File: src/sv/frame_rate_scheduler_timebase_defines.svh
// Assertion macros shared by the scheduler timebase RTL.
`ifndef FRAME_RATE_SCHEDULER_TIMEBASE_DEFINES_SVH
`define FRAME_RATE_SCHEDULER_TIMEBASE_DEFINES_SVH

// Same-cycle implication, disabled during reset.
`define FRS_ASSERT_NOW(label, clk, rst_n, ante, cons) \
    label: assert property (@(posedge clk) disable iff (!rst_n) (ante) |-> (cons)) \
        else $error("frame scheduler check failed");

// Next-cycle implication, disabled during reset.
`define FRS_ASSERT_NEXT(label, clk, rst_n, ante, cons) \
    label: assert property (@(posedge clk) disable iff (!rst_n) (ante) |=> (cons)) \
        else $error("frame scheduler check failed");

`endif

File: src/sv/frs_pkg.sv
`default_nettype none

package frs_pkg;

    // Register indexes on the configuration port
    localparam logic [2:0] REG_CYCLES_PER_US = 3'd0;
    localparam logic [2:0] REG_FRAME_LENGTH  = 3'd1;
    localparam logic [2:0] REG_DIV_500HZ     = 3'd2;
    localparam logic [2:0] REG_DIV_100HZ     = 3'd3;
    localparam logic [2:0] REG_DIV_50HZ      = 3'd4;
    localparam logic [2:0] REG_DIV_10HZ      = 3'd5;
    localparam logic [2:0] REG_DIV_5HZ       = 3'd6;
    localparam logic [2:0] REG_DIV_1HZ       = 3'd7;

    localparam int unsigned NUM_RATES = 6;
    localparam int unsigned CFG_IDX_W = 3;
    localparam int unsigned CFG_DATA_W = 16;

    // Reset values
    localparam logic [7:0]  RST_CYCLES_PER_US = 8'd72;
    localparam logic [15:0] RST_FRAME_LENGTH  = 16'd1000;
    localparam logic [15:0] RST_DIV [NUM_RATES] = '{
        16'd2, 16'd10, 16'd20, 16'd100, 16'd200, 16'd1000
    };

    localparam logic [31:0] US_PER_MS = 32'd1000;

    // Barometer phase codes
    localparam logic [1:0] BARO_NONE = 2'd0;
    localparam logic [1:0] BARO_TEMP = 2'd1;
    localparam logic [1:0] BARO_PRES = 2'd2;

    // Shared divider geometry
    localparam int unsigned DIV_DIVIDEND_W = 32;
    localparam int unsigned DIV_DIVISOR_W  = 16;
    localparam int unsigned DIV_STEP_W     = 6;

    typedef struct packed {
        logic        cmd;
        logic [31:0] cycle_count;
        logic        system_ready;
        logic        console_busy;
        logic        accel_calibrating;
        logic        esc_calibrating;
        logic        mag_calibrating;
        logic        gyro_calibrating;
        logic        temp_pending;
    } t_in;

    typedef struct packed {
        logic [15:0] frame_number;
        logic [5:0]  rate_strobes;
        logic        mag_read;
        logic [1:0]  baro_action;
        logic [31:0] time_us;
        logic [31:0] delta_us;
        logic [31:0] uptime_ms;
    } t_out;

    typedef struct packed {
        logic                      start;
        logic [DIV_DIVIDEND_W-1:0] dividend;
        logic [DIV_DIVISOR_W-1:0]  divisor;
        logic [DIV_STEP_W-1:0]     steps;
    } t_div_req;

    typedef struct packed {
        logic                      busy;
        logic                      done;
        logic                      div_zero;
        logic [DIV_DIVIDEND_W-1:0] quotient;
        logic [DIV_DIVISOR_W-1:0]  remainder;
    } t_div_rsp;

endpackage

`default_nettype wire

File: src/sv/frs_div.sv
`default_nettype none

// Restoring divider, one quotient bit per cycle. The dividend is consumed
// MSB first for the given number of steps; a short run leaves the remainder
// of the top bits only.
module frs_div (
    input  wire logic              i_clk,
    input  wire logic              i_rst_n,
    input  wire frs_pkg::t_div_req i_req,
    output frs_pkg::t_div_rsp      o_rsp
);

    logic [frs_pkg::DIV_DIVIDEND_W-1:0] r_q;
    logic [frs_pkg::DIV_DIVISOR_W-1:0]  r_rem;
    logic [frs_pkg::DIV_DIVISOR_W-1:0]  r_div;
    logic [frs_pkg::DIV_STEP_W-1:0]     r_cnt;
    logic                               r_busy;
    logic                               r_done;

    logic [frs_pkg::DIV_DIVISOR_W:0]    w_rem_sh;
    logic                               w_ge;
    logic [frs_pkg::DIV_DIVISOR_W:0]    w_rem_sub;

    always_comb begin
        w_rem_sh  = {r_rem, r_q[frs_pkg::DIV_DIVIDEND_W-1]};
        w_ge      = (w_rem_sh >= {1'b0, r_div});
        w_rem_sub = w_rem_sh - {1'b0, r_div};
    end

    always_ff @(posedge i_clk) begin
        if (!i_rst_n) begin
            r_busy <= 1'b0;
            r_done <= 1'b0;
            r_cnt  <= '0;
        end else begin
            r_done <= 1'b0;
            if (i_req.start) begin
                r_busy <= 1'b1;
                r_cnt  <= i_req.steps;
            end else if (r_busy) begin
                r_cnt <= r_cnt - 1'b1;
                if (r_cnt == frs_pkg::DIV_STEP_W'(1)) begin
                    r_busy <= 1'b0;
                    r_done <= 1'b1;
                end
            end
        end
    end

    always_ff @(posedge i_clk) begin
        if (i_req.start) begin
            r_q   <= i_req.dividend;
            r_rem <= '0;
            r_div <= i_req.divisor;
        end else if (r_busy) begin
            r_q   <= {r_q[frs_pkg::DIV_DIVIDEND_W-2:0], w_ge};
            r_rem <= w_ge ? w_rem_sub[frs_pkg::DIV_DIVISOR_W-1:0]
                          : w_rem_sh[frs_pkg::DIV_DIVISOR_W-1:0];
        end
    end

    always_comb begin
        o_rsp.busy      = r_busy;
        o_rsp.done      = r_done;
        o_rsp.div_zero  = (r_div == '0);
        o_rsp.quotient  = r_q;
        o_rsp.remainder = r_rem;
    end

endmodule

`default_nettype wire

File: src/sv/frame_rate_scheduler_timebase.sv
//  channel   direction  handshake             payload
//  request   in         i_valid / o_ready     i_in  (frs_pkg::t_in)
//  result    out        o_valid / i_ready     o_out (frs_pkg::t_out)
//  config    in         i_cfg_we, no wait     i_cfg_idx, i_cfg_data
//
//  Query: one 32-step pass of the shared divider.
//  Frame tick: a time pass then seven 17-step remainder passes (six rate
//  divisors, one lookahead). Other tick: no divider pass.
//  Reset is synchronous, active low: load the register defaults and clear
//  uptime, cycle stamp, frame number and last frame time.
//  Hold a stalled result in the output register; take the next request meanwhile.
`include "frame_rate_scheduler_timebase_defines.svh"
`default_nettype none

module frame_rate_scheduler_timebase (
    input  wire logic                              i_clk,
    input  wire logic                              i_rst_n,
    input  wire logic                              i_valid,
    output logic                                   o_ready,
    input  wire frs_pkg::t_in                      i_in,
    output logic                                   o_valid,
    input  wire logic                              i_ready,
    output frs_pkg::t_out                          o_out,
    input  wire logic                              i_cfg_we,
    input  wire logic [frs_pkg::CFG_IDX_W-1:0]     i_cfg_idx,
    input  wire logic [frs_pkg::CFG_DATA_W-1:0]    i_cfg_data
);

    // Sequencer states
    localparam logic [2:0] S_IDLE  = 3'd0;
    localparam logic [2:0] S_TBASE = 3'd1;
    localparam logic [2:0] S_TIME  = 3'd2;
    localparam logic [2:0] S_MOD   = 3'd3;
    localparam logic [2:0] S_OUT   = 3'd4;

    // Remainder jobs 0..5 are the rate divisors; job 6 is the mag lookahead
    localparam logic [2:0] JOB_BARO = 3'd1;
    localparam logic [2:0] JOB_MAG  = 3'd6;
    localparam logic [2:0] DIV_10HZ_SLOT = 3'd3;

    localparam logic [frs_pkg::DIV_STEP_W-1:0] STEPS_TIME = frs_pkg::DIV_STEP_W'(32);
    localparam logic [frs_pkg::DIV_STEP_W-1:0] STEPS_MOD  = frs_pkg::DIV_STEP_W'(17);

    // Configuration registers
    logic [7:0]  r_cpu;
    logic [15:0] r_frame_len;
    logic [15:0] r_div [frs_pkg::NUM_RATES];

    // Timebase state
    logic [31:0] r_uptime;
    logic [31:0] r_stamp;
    logic [15:0] r_frame;
    logic [31:0] r_last;

    // Per-request working registers
    logic [2:0]  r_state, n_state;
    logic [2:0]  r_job;
    logic        r_cmd;
    logic        r_temp_pending;
    logic [31:0] r_base;
    logic [31:0] r_tus;
    logic [31:0] r_dus;
    logic [5:0]  r_strobes;
    logic        r_mag;
    logic [1:0]  r_baro;

    logic          r_o_valid;
    frs_pkg::t_out r_out;

    frs_pkg::t_div_req w_req;
    frs_pkg::t_div_rsp w_rsp;

    logic        w_accept;
    logic        w_frame_ok;
    logic [16:0] w_next17;
    logic [15:0] w_next_frame;
    logic [16:0] w_frame_p1;
    logic [2:0]  w_next_job;
    logic [2:0]  w_div_idx;
    logic        w_hit;
    logic [31:0] w_tus;
    logic        w_out_free;

    assign o_ready    = (r_state == S_IDLE);
    assign w_accept   = i_valid && o_ready;
    assign w_out_free = !r_o_valid || i_ready;

    // Frame work only when ready, console idle and no calibration
    assign w_frame_ok = i_in.system_ready && !i_in.console_busy &&
                        !(i_in.accel_calibrating || i_in.esc_calibrating ||
                          i_in.mag_calibrating || i_in.gyro_calibrating);

    // Advance frame without loss; wrap to 1 above the frame length
    assign w_next17     = {1'b0, r_frame} + 17'd1;
    assign w_next_frame = (w_next17 > {1'b0, r_frame_len}) ? 16'd1 : w_next17[15:0];
    assign w_frame_p1   = {1'b0, r_frame} + 17'd1;

    assign w_tus = r_base + w_rsp.quotient;
    assign w_hit = !w_rsp.div_zero && (w_rsp.remainder == '0);

    // Next remainder job: first after the time pass, else the following one
    assign w_next_job = (r_state == S_TIME) ? 3'd0 : r_job + 3'd1;
    assign w_div_idx  = (w_next_job == JOB_MAG) ? DIV_10HZ_SLOT : w_next_job;

    // Drive the shared divider
    always_comb begin
        w_req.start    = 1'b0;
        w_req.dividend = '0;
        w_req.divisor  = '0;
        w_req.steps    = STEPS_TIME;
        unique case (r_state)
            S_IDLE: begin
                // Query: elapsed cycles over cycles per microsecond
                w_req.start    = w_accept && i_in.cmd;
                w_req.dividend = i_in.cycle_count - r_stamp;
                w_req.divisor  = {8'd0, r_cpu};
            end
            S_TBASE: begin
                // Stamp was just taken from the same sample: elapsed is zero
                w_req.start   = 1'b1;
                w_req.divisor = {8'd0, r_cpu};
            end
            S_TIME, S_MOD: begin
                w_req.start    = w_rsp.done && !(r_state == S_TIME && r_cmd) &&
                                 !(r_state == S_MOD && r_job == JOB_MAG);
                w_req.dividend = (w_next_job == JOB_MAG) ? {w_frame_p1, 15'd0}
                                                         : {1'b0, r_frame, 15'd0};
                w_req.divisor  = r_div[w_div_idx];
                w_req.steps    = STEPS_MOD;
            end
            default: begin
                w_req.start = 1'b0;
            end
        endcase
    end

    frs_div u_div (
        .i_clk  (i_clk),
        .i_rst_n(i_rst_n),
        .i_req  (w_req),
        .o_rsp  (w_rsp)
    );

    // Sequencer
    always_comb begin
        n_state = r_state;
        unique case (r_state)
            S_IDLE: begin
                if (w_accept) begin
                    if (i_in.cmd) begin
                        n_state = S_TIME;
                    end else if (w_frame_ok) begin
                        n_state = S_TBASE;
                    end else begin
                        n_state = S_OUT;
                    end
                end
            end
            S_TBASE: begin
                n_state = S_TIME;
            end
            S_TIME: begin
                if (w_rsp.done) begin
                    n_state = r_cmd ? S_OUT : S_MOD;
                end
            end
            S_MOD: begin
                if (w_rsp.done && r_job == JOB_MAG) begin
                    n_state = S_OUT;
                end
            end
            S_OUT: begin
                if (w_out_free) begin
                    n_state = S_IDLE;
                end
            end
            default: begin
                n_state = S_IDLE;
            end
        endcase
    end

    // Control and timebase state
    always_ff @(posedge i_clk) begin
        if (!i_rst_n) begin
            r_state     <= S_IDLE;
            r_o_valid   <= 1'b0;
            r_cpu       <= frs_pkg::RST_CYCLES_PER_US;
            r_frame_len <= frs_pkg::RST_FRAME_LENGTH;
            for (int i = 0; i < frs_pkg::NUM_RATES; i++) begin
                r_div[i] <= frs_pkg::RST_DIV[i];
            end
            r_uptime    <= '0;
            r_stamp     <= '0;
            r_frame     <= '0;
            r_last      <= '0;
        end else begin
            r_state <= n_state;

            // Config writes must arrive only while idle; the block does not enforce it
            if (i_cfg_we) begin
                unique case (i_cfg_idx)
                    frs_pkg::REG_CYCLES_PER_US: r_cpu <= i_cfg_data[7:0];
                    frs_pkg::REG_FRAME_LENGTH:  r_frame_len <= i_cfg_data;
                    frs_pkg::REG_DIV_500HZ, frs_pkg::REG_DIV_100HZ,
                    frs_pkg::REG_DIV_50HZ, frs_pkg::REG_DIV_10HZ,
                    frs_pkg::REG_DIV_5HZ, frs_pkg::REG_DIV_1HZ: begin
                        r_div[3'(i_cfg_idx - frs_pkg::REG_DIV_500HZ)] <= i_cfg_data;
                    end
                    default: begin
                    end
                endcase
            end

            // Tick: advance uptime, capture stamp, maybe advance frame
            if (w_accept && !i_in.cmd) begin
                r_uptime <= r_uptime + 32'd1;
                r_stamp  <= i_in.cycle_count;
                if (w_frame_ok) begin
                    r_frame <= w_next_frame;
                end
            end

            if (r_state == S_TIME && w_rsp.done && !r_cmd) begin
                r_last <= w_tus;
            end

            // Hold the result until taken
            if (r_state == S_OUT && w_out_free) begin
                r_o_valid <= 1'b1;
            end else if (i_ready) begin
                r_o_valid <= 1'b0;
            end
        end
    end

    // Working payload
    always_ff @(posedge i_clk) begin
        if (w_accept) begin
            r_cmd          <= i_in.cmd;
            r_temp_pending <= i_in.temp_pending;
            r_base         <= r_uptime * frs_pkg::US_PER_MS;
            r_tus          <= '0;
            r_dus          <= '0;
            r_strobes      <= '0;
            r_mag          <= 1'b0;
            r_baro         <= frs_pkg::BARO_NONE;
        end

        if (r_state == S_TBASE) begin
            r_base <= r_uptime * frs_pkg::US_PER_MS;
        end

        if (r_state == S_TIME && w_rsp.done) begin
            r_tus <= w_tus;
            if (!r_cmd) begin
                r_dus <= w_tus - r_last;
            end
            r_job <= w_next_job;
        end

        if (r_state == S_MOD && w_rsp.done) begin
            r_job <= w_next_job;
            if (r_job == JOB_MAG) begin
                r_mag <= w_hit;
            end else begin
                r_strobes[r_job] <= w_hit;
                if (r_job == JOB_BARO && w_hit) begin
                    r_baro <= r_temp_pending ? frs_pkg::BARO_PRES : frs_pkg::BARO_TEMP;
                end
            end
        end

        if (r_state == S_OUT && w_out_free) begin
            r_out.frame_number <= r_frame;
            r_out.rate_strobes <= r_strobes;
            r_out.mag_read     <= r_mag;
            r_out.baro_action  <= r_baro;
            r_out.time_us      <= r_tus;
            r_out.delta_us     <= r_dus;
            r_out.uptime_ms    <= r_uptime;
        end
    end

    assign o_valid = r_o_valid;
    assign o_out   = r_out;

    // Divider is free whenever a request can be taken
    `FRS_ASSERT_NOW(a_idle_div_free, i_clk, i_rst_n, r_state == S_IDLE, !w_rsp.busy)
    // Never restart the divider in the middle of a pass
    `FRS_ASSERT_NOW(a_no_restart, i_clk, i_rst_n, w_req.start, !w_rsp.busy)
    // Divider completes only while the sequencer waits on it
    `FRS_ASSERT_NOW(a_done_expected, i_clk, i_rst_n, w_rsp.done,
        r_state == S_TIME || r_state == S_MOD)
    // An accepted request leaves idle
    `FRS_ASSERT_NEXT(a_accept_busy, i_clk, i_rst_n, w_accept, r_state != S_IDLE)

endmodule

`default_nettype wire

File: config.mk
export PLATFORM = sky130hd
export DESIGN_NAME = frame_rate_scheduler_timebase
export DESIGN_NICKNAME = d
export VERILOG_FILES = /design/src/sv/frs_pkg.sv /design/src/sv/frs_div.sv /design/src/sv/frame_rate_scheduler_timebase.sv
export VERILOG_INCLUDE_DIRS = /design/src /design/src/sv
export SDC_FILE = /design/constraint.sdc
export NUM_CORES = 1
export LEC_CHECK = 0
export BUFFER_PORTS_ARGS = -buffer_cell sky130_fd_sc_hd__buf_2
export CORE_MARGIN = 2
export CORE_UTILIZATION = 55
export CTS_CLUSTER_SIZE = 14
export DETAILED_ROUTE_END_ITERATION = 8
export PLACE_DENSITY = 0.76
export SLEW_MARGIN = 20
export SYNTH_ARGS = -nofsm -noshare
export SYNTH_HDL_FRONTEND = slang
export SYNTH_SLANG_ARGS = --single-unit
File: constraint.sdc
create_clock -name i_clk -period 7.4 [get_ports i_clk]
set_input_delay 1.48 -clock i_clk [delete_from_list [all_inputs] [get_ports i_clk]]
set_output_delay 1.48 -clock i_clk [all_outputs]
set_load 0.05 [all_outputs]
==> results by group, run 1 <==
Die
  • Die ar.: 59500 sq um
  • CORE AREA: 56600 sq um
  • Vertical extent of the die: 244 microns
  • Row count: 87
  • Top-level I/O count: 187
  • Die span in x: 244 microns
  • Initial Utilization: 55.9%

Worst setup path
  • Startpoint class of the critical path: register
  • Nature of the critical path endpoint: register
  • Worst-path fanout max: 6
  • Critical path start-end classification: register to register
  • FF-to-FF setup slack: 2.01 ns
  • Required @ worst endpoint: 7.78 ns
  • Data arrival time of the critical path: 5.77 ns

STA
  • Final worst path period share: 72.9%
  • Final-report setup violation count: 0
  • Setup Skew: 0.0522 ns
  • Final worst slack: 2.01 ns
  • Transition time of the tightest slew-check pin: 1.09 ns
  • Max Fclk: 185 MHz
  • Max Transition Viols Final: 0
  • RSZ-0062 raised after global routing: no
  • Final number of hold-violating endpoints: 0
  • Relative max-transition margin: 27.4%
  • Sum Neg Setup Slack: 0 ns
  • Final worst path period need: 5.39 ns

Finish
  • Layout-stage area growth over the synthesis result: 12.2%
  • Proportion of layout cells with a drive suffix above 1: 10.3%
  • End-of-flow core utilization: 62.8%
  • Final nets: 3699
  • Final non-filler cell total: 4165

Pwr
  • Leakage power figure: 14.2 nW
  • Tot Pwr: 9.90 mW
  • Switching power share of the total: 33.6%
  • Proportion of power drawn by flip-flops and latches: 38.9%
  • Reported net switching power: 3.33 mW
  • P per Cell Area: 278 nW/um^2
  • Clock network fraction of design power: 30.7%
  • Combinational power share: 30.3%
  • VDD IR max: 0.000201 V
  • Internal power: 6.57 mW

Clocking
  • CTS clk-pin slew, worst paths: 0.06 ns
  • Total clock sinks: 568
  • CTS-repair resized insts: 0
  • Number of buffers inserted to repair setup after CTS: 0
  • Total clock buffers created by CTS: 59
  • # hold bufs at CTS: 0
  • Total number of H-tree levels: 2
  • Clock tree from TritonCTS: done
  • Insertion delay to the later sink of the worst-skew pair: 0.66 ns
  • Maximum clock insertion buffer count: 3
  • Clock tree root buffer cell: sky130_fd_sc_hd__clkbuf_16

Placed design
  • Weighted congestion reported at the end of routability-driven placement: 0.893
  • Port Buf Inserts: 186
  • Total half-perimeter wirelength after legalization and detailed placement: 53.5 mm
  • Pre-CTS setup slack: 2.01 ns
  • Number of cells after detailed placement: 4050

Synthesis
  • Part of the Yosys area used for sequential elements: 47.4%
  • Yosys warning count: 0
  • Top-area cell type share of the netlist area: 34.4%
  • Number of flops mapped to enable cells by yosys: 363
  • Cell types occupying the most area after synthesis: sky130_fd_sc_hd__edfxtp_1 (34%), sky130_fd_sc_hd__dfxtp_1 (13%), sky130_fd_sc_hd__ha_1 (7.3%), sky130_fd_sc_hd__fa_1 (6.0%), sky130_fd_sc_hd__nand2_1 (5.2%)
  • Avg Cell Area, Syn: 10.0 sq um
  • Synthesized cell area: 31700 sq um
  • Share of synthesized registers carrying an async set or reset: 0%
  • Number of distinct standard cells referenced by the synthesized netlist: 90
  • Synth Register Bits: 568
  • Most repeated cell in the gate-level netlist after synthesis: sky130_fd_sc_hd__nand2_1
  • Synth Flop Type: sky130_fd_sc_hd__edfxtp_1
  • Library cell with the largest summed area after synthesis: sky130_fd_sc_hd__edfxtp_1
  • Most instantiated cells after synthesis: sky130_fd_sc_hd__nand2_1 (442), sky130_fd_sc_hd__edfxtp_1 (363), sky130_fd_sc_hd__inv_1 (289)
  • Synthesized netlist cell count: 3165

Routing
  • Number of vias per cell: 5.63
  • Number of DRC violations after detailed-routing iteration 0: 1739
  • Total wirelength of the detailed-routed design: 75.1 mm
  • Number of antenna-violating nets in the routed design: 0
  • First-pass iteration count of the detailed router: 5
  • Overall via count from detail_route: 23.5k
  • Avg WL per Cell: 18.0 microns
  • Drc violations: 0

Worst hold path
  • Path type of the worst min-delay path: register to register

Global route
  • Total GRT Usage: 25.1%
  • Number of global-route vias before repair: 22.1k
  • Gr ovfl total: 0
  • Initial antenna violation count: 5
  • First-pass GRT wire length: 119 mm
  • Largest net degree at the start of global routing: 94

Run status
  • Outcome: finished, final reports clean

Job
  • Max-cap violations: 0
==> power by group through the flow <==
stage	combinational (mW)	sequential, mW	clock [mW]
6_report	3.00	3.85	3.04
5_1_grt	3.32	3.88	3.22
4_1_cts	2.98	3.85	3.09
3_5_place_dp	2.96	3.92	0
3_3_place_gp	2.92	3.91	0
2_1_floorplan	2.14	4.01	0
==> worst paths after layout <==
check,from,endpoint,depth (start not counted)
hold reg to reg,r_tus[11],o_out[75],0
hold / removal,r_tus[11],o_out[75],0
setup reg to reg,r_uptime[8],r_base[31],17
setup / recovery,r_uptime[8],r_base[31],17
==> final cells by class <==
type / count / area [sq um]
fill: 4707 / 21100
antenna: 4 / 10.0
tap: 756 / 946
timing repair buffer: 213 / 1150
sequential: 568 / 15000
clock inverter: 24 / 304
inverter: 295 / 1110
clock buffer: 87 / 1720
multi-input combinational: 2218 / 15300
==> registers in the layout, summed over array words and instances (netlist names), 29 cells and up <==
name and cells:
u_div.r_q 32, r_base 29, r_div 128, r_uptime 32
o_out 121, r_last 32, r_dus 32, r_tus 32
r_stamp 32
==> per-layer routing <==
metal / routed length (microns) / vias to the layer above / global-route usage, %
li1: - / 11368 / -
met1: 33700 / 11246 / 35.5
met2: 34600 / 731 / 40.1
met3: 4570 / 120 / 3.58
met4: 2090 / 4 / 7.48
met5: 21 / - / 0
==> cell families after synthesis <==
| logic type | share of synthesized area (%) |
|---|---|
| AOI/OAI and AO/OA | 13.3 |
| xor gates and xnor gates | 4.73 |
| adders and majority gates | 13.3 |
| buffers and inverters | 4.96 |
| DFF | 47.4 |
| muxes | 0.510 |
| other | 0.0118 |
| and+or+nand+nor | 15.8 |
==> placed cells by master, fill, tap and decap left out, drive strengths merged, types with 14 or more instances in the layout <==
| cell type | instances |
|---|---|
| a311oi | 18 |
| clkinv | 17 |
| ha | 185 |
| clkbuf | 87 |
| inv | 297 |
| a211oi | 34 |
| conb | 32 |
| o31ai | 26 |
| nand2b | 44 |
| edfxtp | 363 |
| o21a | 25 |
| and2 | 108 |
| fa | 95 |
| or3 | 20 |
| a21oi | 205 |
| o21bai | 14 |
| a21o | 70 |
| nand2 | 442 |
| and3 | 51 |
| nor3 | 36 |
| nor2b | 21 |
| dfxtp | 205 |
| nor2 | 186 |
| o21ai | 132 |
| nor4 | 16 |
| mux2i | 15 |
| o211ai | 18 |
| buf | 213 |
| xor2 | 61 |
| nand4 | 27 |
| xnor2 | 110 |
| a31oi | 36 |
| nand3 | 91 |
==> worst max-delay path: stages (launching register included) <==
cell	delay, ns
sky130_fd_sc_hd__dfxtp_1	0.42
sky130_fd_sc_hd__inv_1	0.19
sky130_fd_sc_hd__fa_1	0.56
sky130_fd_sc_hd__fa_1	0.44
sky130_fd_sc_hd__fa_1	0.49
sky130_fd_sc_hd__fa_1	0.51
sky130_fd_sc_hd__inv_1	0.04
sky130_fd_sc_hd__ha_1	0.36
sky130_fd_sc_hd__a21o_1	0.20
sky130_fd_sc_hd__a21o_1	0.18
sky130_fd_sc_hd__a221oi_1	0.35
sky130_fd_sc_hd__a31oi_1	0.13
sky130_fd_sc_hd__a211oi_1	0.34
sky130_fd_sc_hd__o21ai_1	0.16
sky130_fd_sc_hd__o41ai_1	0.40
sky130_fd_sc_hd__o21bai_1	0.10
sky130_fd_sc_hd__a21oi_1	0.18
sky130_fd_sc_hd__xnor2_1	0.07
==> stage by stage <==
step	hold WS, ns	area [sq um]
floorplan	0.400	31800
global placement	0.403	33500
detailed placement	0.405	33500
CTS	0.418	35500
global route	0.424	35500
finish	0.417	35500
Note: power is estimated with default switching activity, not from simulation.
==> run 2, diff against run 1 <==
==> constraint.sdc (replaced) <==
create_clock -name i_clk -period 4.75 [get_ports i_clk]
set_input_delay 0.95 -clock i_clk [delete_from_list [all_inputs] [get_ports i_clk]]
set_output_delay 0.95 -clock i_clk [all_outputs]
set_load 0.05 [all_outputs]
==> results by group, run 2 (synthesis results as in run 1) <==
Placed design
  • Total half-perimeter wirelength after legalization and detailed placement: 57.6 mm
  • Port Buf Inserts: 186
  • Pre-CTS setup slack: -0.228 ns
  • Number of cells after detailed placement: 4144
  • Weighted congestion reported at the end of routability-driven placement: 0.926
  • Placement Cell Area: 34200 sq um

Die
  • Top-level I/O count: 187
  • Initial Utilization: 55.9%
  • CORE AREA: 56600 sq um
  • Die span in x: 244 microns
  • Row count: 87
  • Vertical extent of the die: 244 microns
  • Die ar.: 59500 sq um

Clocking
  • CTS clk-pin slew, worst paths: 0.06 ns
  • Total clock sinks: 568
  • Clock tree from TritonCTS: done
  • Total clock buffers created by CTS: 59
  • Maximum clock insertion buffer count: 3
  • Insertion delay to the later sink of the worst-skew pair: 0.63 ns
  • Clock tree root buffer cell: sky130_fd_sc_hd__clkbuf_16
  • Total number of H-tree levels: 2

Finish
  • Proportion of layout cells with a drive suffix above 1: 15.0%
  • Leading cell types in the layout, fill and taps excluded: sky130_fd_sc_hd__nand2_1 (440), sky130_fd_sc_hd__edfxtp_1 (363), sky130_fd_sc_hd__inv_1 (274), sky130_fd_sc_hd__dfxtp_1 (195), sky130_fd_sc_hd__a21oi_1 (194)
  • End-of-flow core utilization: 64.5%
  • Largest reg by FF count: r_div
  • Most common cell after layout, fill and taps aside: sky130_fd_sc_hd__nand2_1
  • Fillers: 4529
  • Final nets: 3805
  • Area of all placed cells without fillers: 36500 sq um
  • Number of flip-flops under the largest register name: 128
  • Final non-filler cell total: 4270
  • Layout-stage area growth over the synthesis result: 15.3%

STA
  • Transition time of the tightest slew-check pin: 1.06 ns
  • Final number of hold-violating endpoints: 0
  • RSZ-0062 raised after global routing: yes
  • Relative max-transition margin: 28.9%
  • Final worst path period need: 4.84 ns
  • Setup Skew: 0.0237 ns
  • Final-report setup violation count: 1
  • Worst hold-check slack: 0.412 ns
  • Max Fclk: 207 MHz
  • Final worst path period share: 102%
  • Max Transition Viols Final: 0
  • Final worst slack: -0.0885 ns
  • Sum Neg Setup Slack: -0.0885 ns

Job
  • Max-cap violations: 0

Pwr
  • Tot Pwr: 15.5 mW
  • VDD IR max: 0.000303 V
  • Leakage power figure: 14.7 nW
  • P per Cell Area: 426 nW/um^2

Global route
  • Number of global-route vias before repair: 23.8k
  • Initial antenna violation count: 2
  • Gr ovfl total: 0
  • First-pass GRT wire length: 124 mm
  • Total GRT Usage: 26.0%
  • Largest net degree at the start of global routing: 74

Routing
  • Overall via count from detail_route: 24.4k
  • Total wirelength of the detailed-routed design: 78.8 mm
  • Number of vias per cell: 5.71
  • First-pass iteration count of the detailed router: 6
  • Avg WL per Cell: 18.5 microns
  • Drc violations: 0
  • Number of DRC violations after detailed-routing iteration 0: 1689
  • Number of antenna-violating nets in the routed design: 0

Worst setup path
  • Terminus of the critical flop-to-flop path: r_base[31]
  • Nature of the critical path endpoint: register
  • Worst Reg-to-Reg Cells: 18
  • FF-to-FF setup slack: -0.09 ns
  • Data arrival time of the critical path: 5.22 ns
  • Critical path start-end classification: register to register
  • Worst-path fanout max: 3
  • Reg-to-reg critical path startpoint: r_uptime[3]
  • Startpoint class of the critical path: register
  • Required @ worst endpoint: 5.13 ns

Worst hold path
  • Hold path startpoint: r_tus[6]
  • Hold Crit Endpoint: o_out[70]
  • Path type of the worst min-delay path: register to register
  • Cell depth of the worst min-delay path: 0

Run status
  • Violated checks: setup timing
  • Outcome: finished with violations
[run 2: cell types whose count changed in the layout (fill, tap and decap cells not counted), moves of 8 or more]
| cell | previous run | this run |
|---|---|---|
| sky130_fd_sc_hd__buf_4 | 26 | 130 |
| sky130_fd_sc_hd__clkinvlp_4 | 1 | 9 |
| sky130_fd_sc_hd__dfxtp_1 | 205 | 195 |
| sky130_fd_sc_hd__dfxtp_2 | 0 | 9 |
| sky130_fd_sc_hd__ha_1 | 185 | 174 |
| sky130_fd_sc_hd__ha_4 | 0 | 8 |
| sky130_fd_sc_hd__inv_1 | 289 | 274 |
| sky130_fd_sc_hd__inv_2 | 5 | 18 |
[run 2: layout make-up]
| cell class | instances | area (sq um) | area share, % |
|---|---|---|---|
| multi-input combinational | 2218 | 15500 | 42.6 |
| inverter | 295 | 1120 | 3.06 |
| clock inverter | 34 | 293 | 0.802 |
| timing repair buffer | 319 | 1940 | 5.32 |
| sequential | 568 | 15000 | 41.2 |
| tap | 756 | 946 | 2.59 |
| antenna | 2 | 5.00 | 0.0137 |
| clock buffer | 78 | 1630 | 4.46 |
[run 2: worst max-delay path: stages (launching register included)]
cell and delay [ns]:
sky130_fd_sc_hd__dfxtp_2 0.34, sky130_fd_sc_hd__inv_2 0.06, sky130_fd_sc_hd__buf_4 0.13, sky130_fd_sc_hd__fa_1 0.44, sky130_fd_sc_hd__fa_1 0.52, sky130_fd_sc_hd__fa_1 0.45, sky130_fd_sc_hd__fa_1 0.58, sky130_fd_sc_hd__inv_1 0.08
sky130_fd_sc_hd__ha_4 0.25, sky130_fd_sc_hd__nand3_1 0.08, sky130_fd_sc_hd__a21oi_1 0.10, sky130_fd_sc_hd__a31oi_2 0.27, sky130_fd_sc_hd__a31oi_2 0.17, sky130_fd_sc_hd__a211oi_2 0.30, sky130_fd_sc_hd__o21ai_2 0.11, sky130_fd_sc_hd__o41ai_2 0.33
sky130_fd_sc_hd__o21bai_1 0.12, sky130_fd_sc_hd__a21oi_1 0.16, sky130_fd_sc_hd__xnor2_1 0.09
[run 2: worst max path at each step]
stage / from / to / slack [ns] / cells past startpoint
2_1_floorplan: r_uptime[7] / r_base[31] / 0.02 / 17
3_3_place_gp: r_uptime[4] / r_base[31] / -0.14 / 17
3_5_place_dp: r_uptime[4] / r_base[31] / -0.23 / 17
4_1_cts: r_uptime[10] / r_base[30] / 0.002 / 19
5_1_grt: r_uptime[3] / r_base[31] / -0.37 / 18
6_report: r_uptime[3] / r_base[31] / -0.09 / 18
[run 2: per-layer routing]
| layer | share of wire [%] | global-route usage [%] | vias to the layer above | routed length (microns) |
|---|---|---|---|---|
| met5 | 0 | 0 | - | 0 |
| met1 | 42 | 34.8 | 11727 | 33400 |
| met2 | 48 | 43.0 | 889 | 37500 |
| met4 | 3.5 | 9.67 | 0 | 2760 |
| met3 | 6.6 | 3.86 | 165 | 5210 |
| li1 | - | - | 11599 | - |
[run 2: power breakdown]
group / internal [mW] / switching (mW)
Combinational: 1.92 / 3.12
Clock: 2.55 / 1.98
Sequential: 5.74 / 0.235
[run 2: timing repair]
action	in CTS	in global routing
hold buffers	0	0
gates resized for setup	13	53
pin swaps	9	59
setup endpoints to repair	3	15
buffers inserted	1	11
